--- src/rtl/dost_pkg.sv ---
// Shared types, codes and constants of the dual output safety timer.
package dost_pkg;

	localparam int unsigned NUM_CH          = 2;
	localparam int unsigned MV_W            = 12;
	localparam int unsigned MS_W            = 32;
	localparam int unsigned CODE_W          = 8;
	localparam int unsigned TEST_MS_DEFAULT = 3000;
	localparam int unsigned LEVEL_MV_DEFAULT = 500;

	localparam logic [MV_W-1:0] REF_RESET_MV = 12'd3300;
	localparam logic [MV_W-1:0] REF_LOW_MV   = 12'd2500;
	localparam logic [MV_W-1:0] REF_HIGH_MV  = 12'd3600;
	localparam logic [CODE_W-1:0] CODE_MAX   = 8'd255;

	// mv*255 + ref/2 stays below 2^20, and below 512*ref for ref >= 2500
	localparam int unsigned NUM_W  = 20;
	localparam int unsigned QBITS  = 9;
	localparam int unsigned CNT_W  = $clog2(QBITS + 1);

	typedef enum logic [3:0] {
		OP_TICK     = 4'd0,
		OP_ENABLE   = 4'd1,
		OP_DISABLE  = 4'd2,
		OP_SET_MV   = 4'd3,
		OP_TEST     = 4'd4,
		OP_TIMEOUT  = 4'd5,
		OP_ALL_ON   = 4'd6,
		OP_ALL_OFF  = 4'd7,
		OP_ALL_TEST = 4'd8,
		OP_DEFAULTS = 4'd9
	} op_t;

	typedef enum logic [1:0] {
		ERR_NONE    = 2'd0,
		ERR_DIGITAL = 2'd1,
		ERR_RANGE   = 2'd2
	} err_t;

	typedef enum logic [1:0] {
		REL_NONE    = 2'd0,
		REL_TEST    = 2'd1,
		REL_TIMEOUT = 2'd2
	} rel_t;

	typedef struct packed {
		logic exec;
		logic div_load;
		logic div_step;
		logic out_load;
	} dost_cmd_t;

	typedef struct packed {
		logic div_done;
	} dost_sts_t;

endpackage

--- src/rtl/dost_if.sv ---
// Command and result channel interfaces.
interface dost_in_if;
	logic        valid;
	logic        ready;
	logic [3:0]  opcode;
	logic        channel;
	logic [31:0] value;

	modport source (output valid, output opcode, output channel, output value, input ready);
	modport sink (input valid, input opcode, input channel, input value, output ready);
endinterface

interface dost_out_if;
	logic       valid;
	logic       ready;
	logic       analog_enable;
	logic [7:0] analog_code;
	logic       digital_high;
	logic [1:0] error_code;
	logic [1:0] analog_release;
	logic [1:0] digital_release;
	logic       timed_active;
	logic       any_active;

	modport source (output valid, output analog_enable, output analog_code,
		output digital_high, output error_code, output analog_release,
		output digital_release, output timed_active, output any_active, input ready);
	modport sink (input valid, input analog_enable, input analog_code,
		input digital_high, input error_code, input analog_release,
		input digital_release, input timed_active, input any_active, output ready);
endinterface

--- src/rtl/dost_dp.sv ---
// Datapath: channel state, command execution, iterative code divider, result register.
module dost_dp #(
	parameter int unsigned TEST_DURATION_MS = dost_pkg::TEST_MS_DEFAULT,
	parameter int unsigned DEFAULT_LEVEL_MV = dost_pkg::LEVEL_MV_DEFAULT
) (
	input  logic                    clk,
	input  logic                    arst_n,
	input  dost_pkg::dost_cmd_t     cmd,
	output dost_pkg::dost_sts_t     sts,
	input  logic [3:0]              opcode,
	input  logic                    channel,
	input  logic [31:0]             value,
	input  logic                    cfg_we,
	input  logic [11:0]             cfg_wdata,
	output logic                    analog_enable,
	output logic [7:0]              analog_code,
	output logic                    digital_high,
	output logic [1:0]              error_code,
	output logic [1:0]              analog_release,
	output logic [1:0]              digital_release,
	output logic                    timed_active,
	output logic                    any_active
);
	import dost_pkg::*;

	localparam logic [MS_W-1:0] TEST_MS  = MS_W'(TEST_DURATION_MS);
	localparam logic [MV_W-1:0] LEVEL_MV = MV_W'(DEFAULT_LEVEL_MV);
	localparam logic [MS_W-1:0] MS_MAX   = '1;

	logic [NUM_CH-1:0] en_q, en_d, test_q, test_d;
	logic [MS_W-1:0]   el_q [NUM_CH];
	logic [MS_W-1:0]   el_d [NUM_CH];
	logic [MS_W-1:0]   lim_q [NUM_CH];
	logic [MS_W-1:0]   lim_d [NUM_CH];
	logic [MV_W-1:0]   tgt_q, tgt_d, ref_q, ref_d;
	err_t              err_q, err_d;
	rel_t              rel_q [NUM_CH];
	rel_t              rel_d [NUM_CH];

	logic [MS_W-1:0]   inc;
	logic              ch_idx;

	always_comb begin
		en_d   = en_q;
		test_d = test_q;
		el_d   = el_q;
		lim_d  = lim_q;
		tgt_d  = tgt_q;
		ref_d  = ref_q;
		err_d  = err_q;
		rel_d  = rel_q;
		inc    = '0;
		ch_idx = channel;
		if (cmd.exec) begin
			err_d = ERR_NONE;
			for (int i = 0; i < NUM_CH; i++) begin
				rel_d[i] = REL_NONE;
			end
			case (op_t'(opcode))
				OP_TICK: begin
					for (int i = 0; i < NUM_CH; i++) begin
						inc = (en_q[i] && el_q[i] != MS_MAX) ? el_q[i] + 1'b1 : el_q[i];
						el_d[i] = inc;
						if (test_q[i]) begin
							if (inc >= TEST_MS) begin
								rel_d[i] = REL_TEST;
							end
						end else if (en_q[i] && lim_q[i] != '0 && inc >= lim_q[i]) begin
							rel_d[i] = REL_TIMEOUT;
						end
						if (rel_d[i] != REL_NONE) begin
							en_d[i]   = 1'b0;
							test_d[i] = 1'b0;
							el_d[i]   = '0;
						end
					end
				end
				OP_ENABLE, OP_DISABLE: begin
					test_d[ch_idx] = 1'b0;
					en_d[ch_idx]   = (op_t'(opcode) == OP_ENABLE);
					el_d[ch_idx]   = '0;
				end
				OP_SET_MV: begin
					if (channel) begin
						err_d = ERR_DIGITAL;
					end else if (value > {20'd0, ref_q}) begin
						err_d = ERR_RANGE;
					end else begin
						// a running test is cancelled and turns the channel off
						en_d[0]   = en_q[0] && !test_q[0];
						test_d[0] = 1'b0;
						el_d[0]   = '0;
						tgt_d     = value[MV_W-1:0];
					end
				end
				OP_TEST: begin
					en_d[ch_idx]   = 1'b1;
					test_d[ch_idx] = 1'b1;
					el_d[ch_idx]   = '0;
				end
				OP_TIMEOUT: begin
					lim_d[ch_idx] = value;
					if (en_q[ch_idx] && !test_q[ch_idx]) begin
						el_d[ch_idx] = '0;
					end
				end
				OP_ALL_ON, OP_ALL_OFF, OP_ALL_TEST: begin
					for (int i = 0; i < NUM_CH; i++) begin
						en_d[i]   = (op_t'(opcode) != OP_ALL_OFF);
						test_d[i] = (op_t'(opcode) == OP_ALL_TEST);
						el_d[i]   = '0;
					end
				end
				OP_DEFAULTS: begin
					for (int i = 0; i < NUM_CH; i++) begin
						en_d[i]   = 1'b0;
						test_d[i] = 1'b0;
						el_d[i]   = '0;
						lim_d[i]  = '0;
					end
					tgt_d = LEVEL_MV;
					ref_d = REF_RESET_MV;
				end
				default: begin
				end
			endcase
		end else if (cfg_we && cfg_wdata >= REF_LOW_MV && cfg_wdata <= REF_HIGH_MV) begin
			ref_d = cfg_wdata;
			if (tgt_q > cfg_wdata) begin
				tgt_d = cfg_wdata;
			end
		end
	end

	always_ff @(posedge clk or negedge arst_n) begin
		if (!arst_n) begin
			en_q   <= '0;
			test_q <= '0;
			for (int i = 0; i < NUM_CH; i++) begin
				el_q[i]  <= '0;
				lim_q[i] <= '0;
				rel_q[i] <= REL_NONE;
			end
			tgt_q <= LEVEL_MV;
			ref_q <= REF_RESET_MV;
			err_q <= ERR_NONE;
		end else begin
			en_q   <= en_d;
			test_q <= test_d;
			el_q   <= el_d;
			lim_q  <= lim_d;
			tgt_q  <= tgt_d;
			ref_q  <= ref_d;
			err_q  <= err_d;
			rel_q  <= rel_d;
		end
	end

	// code = (mv*255 + ref/2) / ref, one quotient bit per cycle
	logic [MV_W-1:0]  mv_sel;
	logic [NUM_W-1:0] num;
	logic [MV_W-1:0]  rem_q;
	logic [QBITS-1:0] lo_q;
	logic [CNT_W-1:0] cnt_q;
	logic [MV_W:0]    trial;
	logic             ge;

	assign mv_sel = test_q[0] ? LEVEL_MV : tgt_q;
	assign num    = (NUM_W'(mv_sel) * NUM_W'(CODE_MAX)) + NUM_W'(ref_q[MV_W-1:1]);
	assign trial  = {rem_q, lo_q[QBITS-1]};
	assign ge     = trial >= {1'b0, ref_q};
	assign sts.div_done = (cnt_q == CNT_W'(QBITS));

	always_ff @(posedge clk or negedge arst_n) begin
		if (!arst_n) begin
			cnt_q <= '0;
		end else if (cmd.div_load) begin
			cnt_q <= '0;
		end else if (cmd.div_step) begin
			cnt_q <= cnt_q + 1'b1;
		end
	end

	always_ff @(posedge clk) begin
		if (cmd.div_load) begin
			rem_q <= MV_W'(num[NUM_W-1:QBITS]);
			lo_q  <= num[QBITS-1:0];
		end else if (cmd.div_step) begin
			rem_q <= ge ? MV_W'(trial - {1'b0, ref_q}) : trial[MV_W-1:0];
			lo_q  <= {lo_q[QBITS-2:0], ge};
		end
	end

	logic [CODE_W-1:0] code_sat;
	logic              timed, any;

	assign code_sat = !en_q[0] ? '0 :
		(lo_q[QBITS-1:CODE_W] != '0) ? CODE_MAX : lo_q[CODE_W-1:0];

	always_comb begin
		timed = 1'b0;
		any   = 1'b0;
		for (int i = 0; i < NUM_CH; i++) begin
			if (en_q[i]) begin
				any = 1'b1;
				if (test_q[i] || lim_q[i] != '0) begin
					timed = 1'b1;
				end
			end
		end
	end

	always_ff @(posedge clk) begin
		if (cmd.out_load) begin
			analog_enable   <= en_q[0];
			analog_code     <= code_sat;
			digital_high    <= en_q[1];
			error_code      <= err_q;
			analog_release  <= rel_q[0];
			digital_release <= rel_q[1];
			timed_active    <= timed;
			any_active      <= any;
		end
	end

endmodule

--- src/rtl/dost_ctrl.sv ---
// Controller: sequences execute, divide and result hand-off for each command beat.
module dost_ctrl (
	input  logic                clk,
	input  logic                arst_n,
	input  logic                in_valid,
	output logic                in_ready,
	output logic                out_valid,
	input  logic                out_ready,
	output dost_pkg::dost_cmd_t cmd,
	input  dost_pkg::dost_sts_t sts
);
	import dost_pkg::*;

	typedef enum logic [3:0] {
		S_IDLE = 4'b0001,
		S_LOAD = 4'b0010,
		S_DIV  = 4'b0100,
		S_DONE = 4'b1000
	} state_t;

	state_t state_q, state_d;
	logic   out_valid_q, out_valid_d;
	logic   in_acc, out_free;

	assign in_ready  = (state_q == S_IDLE);
	assign in_acc    = in_valid && in_ready;
	assign out_valid = out_valid_q;
	// result register frees up in the same cycle its beat is taken
	assign out_free  = !out_valid_q || out_ready;

	always_comb begin
		state_d      = state_q;
		cmd          = '0;
		cmd.exec     = in_acc;
		out_valid_d  = out_valid_q && !out_ready;
		case (state_q)
			S_IDLE: begin
				if (in_acc) begin
					state_d = S_LOAD;
				end
			end
			S_LOAD: begin
				cmd.div_load = 1'b1;
				state_d      = S_DIV;
			end
			S_DIV: begin
				if (sts.div_done) begin
					state_d = S_DONE;
				end else begin
					cmd.div_step = 1'b1;
				end
			end
			S_DONE: begin
				if (out_free) begin
					cmd.out_load = 1'b1;
					out_valid_d  = 1'b1;
					state_d      = S_IDLE;
				end
			end
			default: begin
				state_d = S_IDLE;
			end
		endcase
	end

	always_ff @(posedge clk or negedge arst_n) begin
		if (!arst_n) begin
			state_q     <= S_IDLE;
			out_valid_q <= 1'b0;
		end else begin
			state_q     <= state_d;
			out_valid_q <= out_valid_d;
		end
	end

	a_acc_to_load: assert property (@(posedge clk) disable iff (!arst_n)
		in_acc |=> state_q == S_LOAD)
		else $error("accepted beat did not start a division");

	a_no_overwrite: assert property (@(posedge clk) disable iff (!arst_n)
		cmd.out_load |-> (!out_valid_q || out_ready))
		else $error("result register overwritten while full");

	a_div_finish: assert property (@(posedge clk) disable iff (!arst_n)
		(state_q == S_DIV && sts.div_done) |=> state_q == S_DONE)
		else $error("divider finished without result stage");

	a_exec_only_idle: assert property (@(posedge clk) disable iff (!arst_n)
		cmd.exec |-> (!cmd.div_step && !cmd.div_load && !cmd.out_load))
		else $error("command executed during division");

endmodule

--- src/rtl/dual_output_safety_timer_core.sv ---
// Top level of the dual output safety timer.
// Each command beat passes from acceptance to result valid through a divider load,
// nine restoring-division steps for the analog code, a done check and a result load.
// A new command waits for the last result load; a pending result does not block it.
// The result register is the only buffer, so a stalled result holds the next one back.
// arst_n clears all channels, the target to the default level and the reference to 3300 mV.
module dual_output_safety_timer_core #(
	parameter int unsigned TEST_DURATION_MS = dost_pkg::TEST_MS_DEFAULT,
	parameter int unsigned DEFAULT_LEVEL_MV = dost_pkg::LEVEL_MV_DEFAULT
) (
	input  logic       clk,
	input  logic       arst_n,
	dost_in_if.sink    cmd_in,
	dost_out_if.source res_out,
	input  logic       cfg_we,
	input  logic [11:0] cfg_wdata
);
	import dost_pkg::*;

	dost_cmd_t cmd;
	dost_sts_t sts;

	dost_ctrl u_ctrl (
		.clk       (clk),
		.arst_n    (arst_n),
		.in_valid  (cmd_in.valid),
		.in_ready  (cmd_in.ready),
		.out_valid (res_out.valid),
		.out_ready (res_out.ready),
		.cmd       (cmd),
		.sts       (sts)
	);

	dost_dp #(
		.TEST_DURATION_MS (TEST_DURATION_MS),
		.DEFAULT_LEVEL_MV (DEFAULT_LEVEL_MV)
	) u_dp (
		.clk             (clk),
		.arst_n          (arst_n),
		.cmd             (cmd),
		.sts             (sts),
		.opcode          (cmd_in.opcode),
		.channel         (cmd_in.channel),
		.value           (cmd_in.value),
		.cfg_we          (cfg_we),
		.cfg_wdata       (cfg_wdata),
		.analog_enable   (res_out.analog_enable),
		.analog_code     (res_out.analog_code),
		.digital_high    (res_out.digital_high),
		.error_code      (res_out.error_code),
		.analog_release  (res_out.analog_release),
		.digital_release (res_out.digital_release),
		.timed_active    (res_out.timed_active),
		.any_active      (res_out.any_active)
	);

endmodule

--- src/flat_wrapper.sv ---
// flat-port wrapper written by rule: the top's interface ports become plain ports
module dual_output_safety_timer_core_flat import dost_pkg::*;
#(
	parameter int unsigned TEST_DURATION_MS = dost_pkg::TEST_MS_DEFAULT,
	parameter int unsigned DEFAULT_LEVEL_MV = dost_pkg::LEVEL_MV_DEFAULT
)
  (clk, arst_n, cfg_we, cfg_wdata, cmd_in_valid, cmd_in_opcode, cmd_in_channel, cmd_in_value, cmd_in_ready, res_out_valid, res_out_analog_enable, res_out_analog_code, res_out_digital_high, res_out_error_code, res_out_analog_release, res_out_digital_release, res_out_timed_active, res_out_any_active, res_out_ready);
  dost_in_if cmd_in_i ();
  dost_out_if res_out_i ();
  input  logic clk;
  input  logic arst_n;
  input  logic cfg_we;
  input  logic [11:0] cfg_wdata;
  input wire logic [$bits(cmd_in_i.valid)-1:0] cmd_in_valid;
  input wire logic [$bits(cmd_in_i.opcode)-1:0] cmd_in_opcode;
  input wire logic [$bits(cmd_in_i.channel)-1:0] cmd_in_channel;
  input wire logic [$bits(cmd_in_i.value)-1:0] cmd_in_value;
  output wire logic [$bits(cmd_in_i.ready)-1:0] cmd_in_ready;
  output wire logic [$bits(res_out_i.valid)-1:0] res_out_valid;
  output wire logic [$bits(res_out_i.analog_enable)-1:0] res_out_analog_enable;
  output wire logic [$bits(res_out_i.analog_code)-1:0] res_out_analog_code;
  output wire logic [$bits(res_out_i.digital_high)-1:0] res_out_digital_high;
  output wire logic [$bits(res_out_i.error_code)-1:0] res_out_error_code;
  output wire logic [$bits(res_out_i.analog_release)-1:0] res_out_analog_release;
  output wire logic [$bits(res_out_i.digital_release)-1:0] res_out_digital_release;
  output wire logic [$bits(res_out_i.timed_active)-1:0] res_out_timed_active;
  output wire logic [$bits(res_out_i.any_active)-1:0] res_out_any_active;
  input wire logic [$bits(res_out_i.ready)-1:0] res_out_ready;
  assign cmd_in_i.valid = cmd_in_valid;
  assign cmd_in_i.opcode = cmd_in_opcode;
  assign cmd_in_i.channel = cmd_in_channel;
  assign cmd_in_i.value = cmd_in_value;
  assign cmd_in_ready = cmd_in_i.ready;
  assign res_out_valid = res_out_i.valid;
  assign res_out_analog_enable = res_out_i.analog_enable;
  assign res_out_analog_code = res_out_i.analog_code;
  assign res_out_digital_high = res_out_i.digital_high;
  assign res_out_error_code = res_out_i.error_code;
  assign res_out_analog_release = res_out_i.analog_release;
  assign res_out_digital_release = res_out_i.digital_release;
  assign res_out_timed_active = res_out_i.timed_active;
  assign res_out_any_active = res_out_i.any_active;
  assign res_out_i.ready = res_out_ready;
  dual_output_safety_timer_core #(.TEST_DURATION_MS(TEST_DURATION_MS), .DEFAULT_LEVEL_MV(DEFAULT_LEVEL_MV)) u_core (.clk(clk), .arst_n(arst_n), .cmd_in(cmd_in_i), .res_out(res_out_i), .cfg_we(cfg_we), .cfg_wdata(cfg_wdata));
endmodule
--- config.mk ---
export PLATFORM = sky130hd
export DESIGN_NAME = dual_output_safety_timer_core_flat
export DESIGN_NICKNAME = d
export VERILOG_FILES = /design/src/rtl/dost_pkg.sv /design/src/rtl/dost_if.sv /design/src/rtl/dost_dp.sv /design/src/rtl/dost_ctrl.sv /design/src/rtl/dual_output_safety_timer_core.sv /design/src/flat_wrapper.sv
export SDC_FILE = /design/constraint.sdc
export NUM_CORES = 1
export LEC_CHECK = 0
export ABC_AREA = 1
export BUFFER_PORTS_ARGS = -buffer_cell sky130_fd_sc_hd__clkbuf_2
export CAP_MARGIN = 15
export CELL_PAD_IN_SITES_DETAIL_PLACEMENT = 0
export CELL_PAD_IN_SITES_GLOBAL_PLACEMENT = 2
export CORE_MARGIN = 3
export CORE_UTILIZATION = 37
export DETAILED_ROUTE_END_ITERATION = 8
export GPL_ROUTABILITY_DRIVEN = 0
export GPL_TIMING_DRIVEN = 0
export PLACE_DENSITY = 0.93
export SYNTH_ARGS = -nofsm -noshare
export SYNTH_HDL_FRONTEND = slang
export SYNTH_SLANG_ARGS = --single-unit
--- constraint.sdc ---
create_clock -name clk -period 6.72 [get_ports clk]
set_clock_uncertainty 0.1 [all_clocks]
set_input_delay 0.672 -clock clk [delete_from_list [all_inputs] [get_ports clk]]
set_output_delay 0.672 -clock clk [all_outputs]
set_load 0.005 [all_outputs]
Yosys cells after proc, flatten, opt, wreduce, memory -nomap -nowiden
Cells that the tools add are included.
- logic and storage cells: 206
- bits of input ports: 54
- output and inout bits: 20
- flip-flop bits (word level): 210
- bitwise logic cells: 7
- equal/unequal tests: 29
- reduce and logical (&&, ||, !) cells: 46
- add/subtract/negate cells: 5
- multiplexer cells: 78
- $lt $le $gt $ge: 13
- $mul: 1
- operator list (kind ; count):
    $mux 32 ; 7
    $pmux 32 s5 ; 1
    $pmux 32 s4 ; 1
    $pmux 64 s2 ; 1
    $mux 12 ; 10
    $add 32x1->32 const B ; 2
    $and 64x64->64 ; 1
    $bwmux 64 ; 1
    $ge 32x12->1 const B ; 2
    $ge 32x32->1 ; 2
    $mux 64 ; 1
    $ne 32x32->1 const B ; 2
    $not 64->64 ; 1
    $reduce_bool 32->1 ; 2
    $demux 32 s1 ; 1
    $gt 32x12->1 ; 1
    $mux 1 ; 25
    $mux 4 ; 6
    $pmux 12 s2 ; 1
    $mux 11 ; 2
    $mux 2 ; 11
    $add 20x11->20 ; 1
    $eq 4x3->1 const B ; 5
    $mul 12x8->20 const B ; 1
    other kinds (42) ; 91

Depth between registers and ports, before layout
Gate-level depths: netlist of the first run.
- word-level depth: 12
- depth in mapped cells: 27
- gate-level depth less buffers: 25

Modules after synthesis
Synthesis of the first run repeated with hierarchy kept, for this count alone.
- cell total of the unflattened synthesis: 2411
- area, all modules: 17598.1 um^2
- modules (own cells, without submodules) (module ; seq. area each (um^2) ; instances ; cells each ; area an instance (um^2)):
    dost_dp ; 5330.1 ; 1 ; 2370 ; 17319.1
    dost_ctrl ; 126.4 ; 1 ; 41 ; 279.0

Worst setup path before layout of the first run
No wires, ideal clock.
- path kind: reg-to-reg
- start: reg u_core.u_dp.test_q[0]
- end: reg u_core.u_dp.rem_q[10] (data pin)
- period minus slack after synthesis: 5.162 ns
- library setup time: 0.257 ns
- cell stages (with the launch flop): 21
- slack: 1.558 ns
- path buffers: 1
- arrival: 4.805 ns
- data required time: 6.363 ns
- path through: dfrtp_1 -> clkbuf_1 -> nor2_1 -> fa_1 -> fa_1 -> fa_1 -> fa_1 -> inv_1 -> ha_1 -> a21oi_1 -> nand2_1 -> nand2_1 -> nand2_1 -> a21oi_1 -> o21ai_0 -> a21boi_0 -> o21ai_0 -> nand3b_1 -> nand3b_1 -> nand3_1 -> nand2_1
- cells in the longest elaborated chain, start to end: 4
- ends and longest elaborated chain (what ; RTL line ; source):
    start: declaration ; dost_dp.sv:30 ; logic [NUM_CH-1:0] en_q, en_d, test_q, test_d;
    start signal: assignment ; dost_dp.sv:149 ; test_q <= test_d;
    $mux 12 ; dost_dp.sv:168 ; assign mv_sel = test_q[0] ? LEVEL_MV : tgt_q;
    $mul 12x8->20 ; dost_dp.sv:169 ; assign num = (NUM_W'(mv_sel) * NUM_W'(CODE_MAX)) + NUM_W'(ref_q[MV_W-1:1]);
    $add 20x11->20 ; dost_dp.sv:169 ;
    $mux 11 ; dost_dp.sv:185 ; if (cmd.div_load) begin
    end signal: assignment ; dost_dp.sv:186 ; rem_q <= MV_W'(num[NUM_W-1:QBITS]);
    end signal: assignment ; dost_dp.sv:189 ; rem_q <= ge ? MV_W'(trial - {1'b0, ref_q}) : trial[MV_W-1:0];
    end: declaration ; dost_dp.sv:162 ; logic [MV_W-1:0] rem_q;
Every way passes these cells.
A chain may end at the register's enable or synchronous reset.

Final worst setup path of the first run
Ends and elaborated chain as after synthesis.

==> metrics.txt, run 1 <==
outcome=complete, no violations; Initial Utilization=0.378; sequential area share after synthesis=0.307; Post-synth EDFFs=38; Final nets=2819; PortBufs=72; ys async rst share=0.814; share of post-route cells with drive strength above 1=0.0876; number of global-route vias before repair=16.0k; post-synthesis cell type count=57; CTS root buffer=clkbuf_16; Top Ports=74; post-synth top area share=0.223; slew margin rel.=0.348; # clock sinks=210; WS Path Type=flip-flop to flip-flop; worst slew pin tran=0.975 ns; largest net degree at the start of global routing=88; metal2 WL=24100 µm; RSZ-0062 raised after global routing=no; Cells after Synth=2453; final worst slack=0.677 ns; Crit path arrival time=6.26 ns; DRT antenna net count=0; Max Root-Sink Buffers=3; initial antenna violation count=1; Reg-to-Reg Start=u_core.u_dp.test_q[0]$_DFFE_PN0P_; gr ovfl total=0; first-pass GRT wire length=88500 µm; wire per inst=17.4 µm; drt initial violations=1218; drt via density=5.15; WL final=55400 µm; crit end category=flip-flop; r2r worst-path depth=22; Mapped Area=17800 µm²; Setup-failing EPs final=0; row cnt=79; top achievable clock speed=165 MHz; post-route minimum period=6.04 ns; post-CTS sizing=0; met1 WL=26400 µm; pre-CTS setup slack=0.683 ns; endpoints failing hold=0; Synth area leader=dfrtp_1; CP startpoint kind=flip-flop; Crit path required time=6.94 ns; most common cell in the netlist=nand2_1; Skew-Pair Late Insertion Delay=0.57 ns; Post-synth top cells=675 x nand2_1, 441 x inv_1, 237 x nor2_1; Post-DP HPWL=43900 µm; pins over their slew limit=0; Vias=16.4k; Main synth FF type=dfrtp_1; Synth Area per Inst=7.24 µm²; met3 wire len=3160 µm; CTS tree=built; die width=225 µm; total die area=50700 µm²; leading cell types by total area after synthesis=dfrtp_1 22%, nand2_1 14%, ha_1 10%; Post-CTS Setup Bufs=0; Die Span Y=225 µm; Syn Nets=2714; clock slew at reported path FFs=0.07 ns; Tightest Hold Check Type=input port to async pin; Worst R2R Setup Slack=0.68 ns; Max Cap Viol=0; H-tree levels=1; top sig layer=met4; YS warnings=0; GRT Total Usage=0.220; Core Util, Final=0.424; Core Region=47000 µm²; first drt pass iteration count=5; CP Max Fanout=10; post-detailed-route DRC marker count=0; setup TNS=0 ns; RR Endpoint=u_core.u_dp.rem_q[10]$_DFFE_PP_; cts hold-fix bufs=0; Synth Register Bits=210; Area Growth Syn to Fin=12.1%; Tcrit/Tclk final=0.899; total CTS buffers=27
## worst max-delay path by stage
stage,start,cells past startpoint,end
6_report,u_core.u_dp.test_q[0]$_DFFE_PN0P_,22,u_core.u_dp.rem_q[10]$_DFFE_PP_
4_1_cts,u_core.u_dp.test_q[0]$_DFFE_PN0P_,22,u_core.u_dp.rem_q[10]$_DFFE_PP_
3_5_place_dp,u_core.u_dp.test_q[0]$_DFFE_PN0P_,22,u_core.u_dp.rem_q[10]$_DFFE_PP_
3_3_place_gp,u_core.u_dp.test_q[0]$_DFFE_PN0P_,22,u_core.u_dp.rem_q[10]$_DFFE_PP_
2_1_floorplan,u_core.u_dp.test_q[0]$_DFFE_PN0P_,20,u_core.u_dp.rem_q[10]$_DFFE_PP_
5_1_grt,u_core.u_dp.test_q[0]$_DFFE_PN0P_,21,u_core.u_dp.rem_q[10]$_DFFE_PP_
## routing by layer
layer / GRT usage / vias up
met5: 0 / -
met4: 0.0646 / 0
met3: 0.0314 / 70
met2: 0.343 / 453
met1: 0.318 / 7811
li1: - / 8089
## state kept, by name, summed over array words and instances (netlist names)
name	count
u_core.u_dp.digital_high	1
u_core.u_dp.lo_q	9
u_core.u_dp.en_q	2
u_core.u_dp.cnt_q	4
u_core.u_dp.digital_release	2
u_core.u_dp.tgt_q	12
u_core.u_dp.test_q	2
u_core.u_dp.lim_q	64
u_core.u_dp.analog_enable	1
u_core.u_ctrl.state_q	4
u_core.u_dp.analog_release	2
u_core.u_dp.any_active	1
u_core.u_dp.ref_q	12
u_core.u_dp.error_code	2
u_core.u_dp.rel_q	4
u_core.u_dp.el_q	64
u_core.u_ctrl.out_valid	1
u_core.u_dp.analog_code	8
u_core.u_dp.err_q	2
u_core.u_dp.timed_active	1
u_core.u_dp.rem_q	12
## stage by stage
step / instance area [µm²] / cells / hold slack, ns
2_1_floorplan: 17800 / 2453 / 0.276
3_3_place_gp: 18900 / 3132 / 0.335
3_5_place_dp: 19000 / 3135 / 0.339
4_1_cts: 19900 / 3185 / 0.0944
5_1_grt: 19900 / 3187 / 0.119
6_report: 19900 / 3187 / 0.0792
## logic make-up after synthesis
kind of cell | Yosys count | share of synthesized area
buf+inv | 504 | 0.113
flops | 210 | 0.307
simple gates | 1161 | 0.277
fa+ha+maj | 207 | 0.172
xor+xnor | 32 | 0.0158
compound gates | 339 | 0.115
## final cells by class
class                      count  area, µm²
sequential                   210       5460
clock inverter                21        262
multi-input combinational   1739      10300
buffer                        59        334
clock buffer                  29        693
antenna                        1       2.50
timing repair buffer          76        434
inverter                     445       1670
fill                        4825      27000
tap                          607        759
## worst max-delay path, stage by stage, from the launching register on
cell and delay, ns:
dfrtp_1 0.47, clkbuf_1 0.28, nor2_1 0.58, fa_1 0.56, fa_1 0.52, inv_1 0.04
ha_1 0.26, inv_1 0.05, fa_1 0.53, fa_1 0.48, nand3b_1 0.17, nand2_1 0.09
nand2_1 0.07, nand2_1 0.08, a21oi_1 0.09, o21ai_0 0.30, a21boi_0 0.21, o21ai_0 0.43
nand3b_1 0.16, nand2_1 0.09, nand2_1 0.05, nand3_1 0.12, nand2_1 0.06
## placed cells by master (no fill, tap or decap), types with 10 or more instances in the layout
master	count
o31ai_1	11
xor2_1	22
dfstp_2	13
fa_1	62
dfrtp_1	158
a21oi_1	84
buf_6	10
o22ai_1	84
nand2_1	675
nor4_1	14
clkbuf_1	43
xnor2_1	10
nand3_1	102
o22ai_2	11
nor3_1	24
edfxtp_1	38
nor2_1	236
ha_1	145
o21ai_0	100
clkbuf_16	27
nand2_2	35
clkbuf_2	71
nand4_1	43
inv_1	441
Power of run 1 is not shown: default switching activity piles up to over one toggle a cycle in this logic, so the estimate is an artifact.
==> inputs of run 2 (changes only) <==
--- a/config.mk
+++ b/config.mk
@@ -5,17 +5,16 @@
 export SDC_FILE = /design/constraint.sdc
 export NUM_CORES = 1
 export LEC_CHECK = 0
-export ABC_AREA = 1
 export BUFFER_PORTS_ARGS = -buffer_cell sky130_fd_sc_hd__clkbuf_2
 export CAP_MARGIN = 15
 export CELL_PAD_IN_SITES_DETAIL_PLACEMENT = 0
 export CELL_PAD_IN_SITES_GLOBAL_PLACEMENT = 2
 export CORE_MARGIN = 3
-export CORE_UTILIZATION = 37
+export CORE_UTILIZATION = 40
 export DETAILED_ROUTE_END_ITERATION = 8
 export GPL_ROUTABILITY_DRIVEN = 0
 export GPL_TIMING_DRIVEN = 0
-export PLACE_DENSITY = 0.93
+export PLACE_DENSITY = 0.92
 export SYNTH_ARGS = -nofsm -noshare
 export SYNTH_HDL_FRONTEND = slang
 export SYNTH_SLANG_ARGS = --single-unit
==> metrics.txt, run 2 <==
outcome=complete, no violations; number of global-route vias before repair=14.4k (-10%); cts hold-fix bufs=0 (unchanged); Syn Nets=2128 (-22%); Main synth FF type=dfrtp_1; Synth Area per Inst=9.02 µm² (+25%); drt initial violations=1095 (-10%); WL final=51200 µm (-7.5%); row cnt=74 (-6.3%); post-synthesis mux area share=0.0213 (+0.0213); Post-DP HPWL=40000 µm (-8.8%); CP startpoint kind=flip-flop; sequential area share after synthesis=0.324 (+0.0169); initial antenna violation count=6 (+5); endpoints failing hold=0 (unchanged); Synth Area in XOR/XNOR=0.0411 (+0.0253); CTS tree=built; post-route minimum period=6.29 ns (+0.249 ns); CP Max Fanout=12 (+2); Crit path arrival time=6.47 ns (+0.21 ns); share of post-route cells with drive strength above 1=0.0950 (+0.00734); post-detailed-route DRC marker count=0 (unchanged); Tightest Hold Check Type=input port to async pin; Tcrit/Tclk final=0.936 (+0.0371); clock slew at reported path FFs=0.07 ns (about the same); Die Span Y=211 µm (-6.2%); first-pass GRT wire length=80700 µm (-8.8%); wire per inst=20.3 µm (+17%); Initial Utilization=0.409 (+0.0303); most common cell after layout, fill and taps aside=inv_1; Setup-failing EPs final=0 (unchanged); slew margin rel.=0.280 (-0.0689); post-synthesis cell type count=86 (+51%); Cells after Synth=1867 (-24%); Post-synth EDFFs=38 (unchanged); Top Registers=u_core.u_dp.el_q (64), u_core.u_dp.lim_q (64); Area Growth Syn to Fin=11.9%; Crit path required time=6.90 ns (-0.04 ns); gr ovfl total=0 (unchanged); Max Root-Sink Buffers=3 (unchanged); Synth area leader=dfrtp_1; crit end category=flip-flop; final hold slack=0.107 ns (+0.0283 ns); PortBufs=71 (-1.4%); largest family of logic cells by synthesized area=simple AND/OR/NAND/NOR gates; Compound-Gate Fraction of Synth Area=0.172 (+0.0574); Vias=14.6k (-11%); Top Ports=74 (unchanged); drt via density=5.79 (+12%); # clock sinks=210 (unchanged); Core Region=41200 µm² (-12%); leading cell types by total area after synthesis=dfrtp_1 23%, ha_1 11%, fa_1 7.4%; post-synth top area share=0.235 (+0.0123); Synth Register Bits=210 (unchanged); most frequent cells in the layout=243 x inv_1, 157 x dfrtp_1, 145 x ha_1; total CTS buffers=27 (unchanged); Post-CTS Setup Bufs=0 (unchanged); Synth Area in Adders=0.181 (+0.00947); DRT antenna net count=0 (unchanged); ys async rst share=0.814 (unchanged); largest net degree at the start of global routing=102 (+16%); top achievable clock speed=159 MHz (-4.0%); Post-synth top cells=243 x inv_1, 158 x dfrtp_1, 145 x ha_1; Skew-Pair Late Insertion Delay=0.57 ns (about the same); die width=211 µm (-6.2%); CTS root buffer=clkbuf_16; Fillers=4047 (-16%); Mapped Area=16800 µm² (-5.2%); WS Path Type=flip-flop to flip-flop; first drt pass iteration count=5 (unchanged); GRT Total Usage=0.228 (+0.00841); RSZ-0062 raised after global routing=no; most common cell in the netlist=inv_1; Max Cap Viol=0 (unchanged); YS warnings=0 (unchanged); H-tree levels=1 (unchanged); pins over their slew limit=0 (unchanged); total die area=44600 µm² (-12%); Synth Area in Simple Gates=0.183 (-0.0942); worst slew pin tran=1.07 ns (+0.0958 ns); Final nets=2230 (-21%)
run 2: changes by cell type after synthesis, sizes merged, moves of 27 or more:
cell	change
a22o	+64
a31oi	+28
clkbuf	+33
inv	-201
mux2i	+28
nand2	-590
nand3	-34
nand4	+27
nor2	-117
nor4	+35
o22ai	-86
xnor2	+49
run 2: routing by layer:
| layer | part of all wire | GRT usage | routed length, µm | vias to the layer above |
|---|---|---|---|---|
| li1 | - | - | - | 6952 |
| met1 | 0.45 | 0.314 | 22900 | 7118 |
| met2 | 0.46 | 0.373 | 23600 | 435 |
| met3 | 0.061 | 0.0385 | 3110 | 93 |
| met4 | 0.029 | 0.0658 | 1470 | 6 |
| met5 | 0.00088 | 0 | 45 | - |
run 2: path summary, 6_finish.rpt:
kind,start,end,slack [ns],cells after the start
hold / removal,arst_n,u_core.u_dp.el_q[50]$_DFFE_PN0P_,0.11,1
setup / recovery,u_core.u_dp.test_q[0]$_DFFE_PN0P_,u_core.u_dp.rem_q[9]$_DFFE_PP_,0.43,19
setup reg to reg,u_core.u_dp.test_q[0]$_DFFE_PN0P_,u_core.u_dp.rem_q[9]$_DFFE_PP_,0.43,19
max in group asynchronous,arst_n,u_core.u_ctrl.state_q[0]$_DFFE_PN1P_,5.46,2
hold reg to reg,u_core.u_dp.rel_q[3]$_DFFE_PN0P_,u_core.u_dp.analog_release[1]$_DFFE_PP_,0.35,0
min in group clk,res_out_ready,u_core.u_ctrl.out_valid$_DFF_PN0_,0.25,2
run 2: what timing repair did:
item                                    CTS  global route
gates resized for setup                   3             4
endpoints found under the setup margin    4             4
pin swaps                                 0             0
run 2: cell type report:
| class | instances | area (µm²) | share of cell area |
|---|---|---|---|
| multi-input cells | 1325 | 10100 | 0.537 |
| flip-flops and latches | 210 | 5460 | 0.290 |
| inverters | 244 | 916 | 0.0486 |
| clock buffers | 33 | 728 | 0.0386 |
| well taps | 532 | 666 | 0.0353 |
| repair buffers | 74 | 414 | 0.0220 |
| plain buffers | 87 | 372 | 0.0197 |
| clock inverters | 17 | 164 | 0.00870 |
| diodes | 2 | 5.00 | 0.000266 |
run 2: per-stage QoR:
stage               TNS, ns   util  cell area (µm²)  instances  worst slack (ns)
floorplan                 0      -            16800       1867             0.979
global placement      -1.07  0.433            17900       2470            -0.529
detailed placement   -0.961  0.435            17900       2473            -0.497
CTS                       0  0.457            18800       2522             0.133
global route              0  0.457            18800       2523            0.0800
finish                    0  0.457            18800       2524             0.428
run 2: cells by family after synthesis:
logic type               after synthesis
AO/OA/AOI/OAI                        410
XOR/XNOR                              79
adder cells (fa/ha/maj)              207
buffers and inverters                332
flip-flops                           210
multiplexers                          35
AND/OR/NAND/NOR                      594
run 2: worst max-delay path, cell delays in order (launching register included):
cell	delay, ns
dfrtp_2	0.51
clkbuf_2	0.32
nand2b_2	0.29
fa_1	0.48
fa_1	0.52
inv_1	0.04
ha_1	0.27
inv_1	0.05
fa_1	0.60
inv_1	0.06
ha_1	0.28
a21o_1	0.15
a21o_1	0.21
a2111oi_1	0.57
o31ai_1	0.24
o41ai_2	0.41
o211ai_1	0.17
a21oi_1	0.22
xor2_1	0.38
mux2i_1	0.13
Power of run 2 is left out for the same reason.
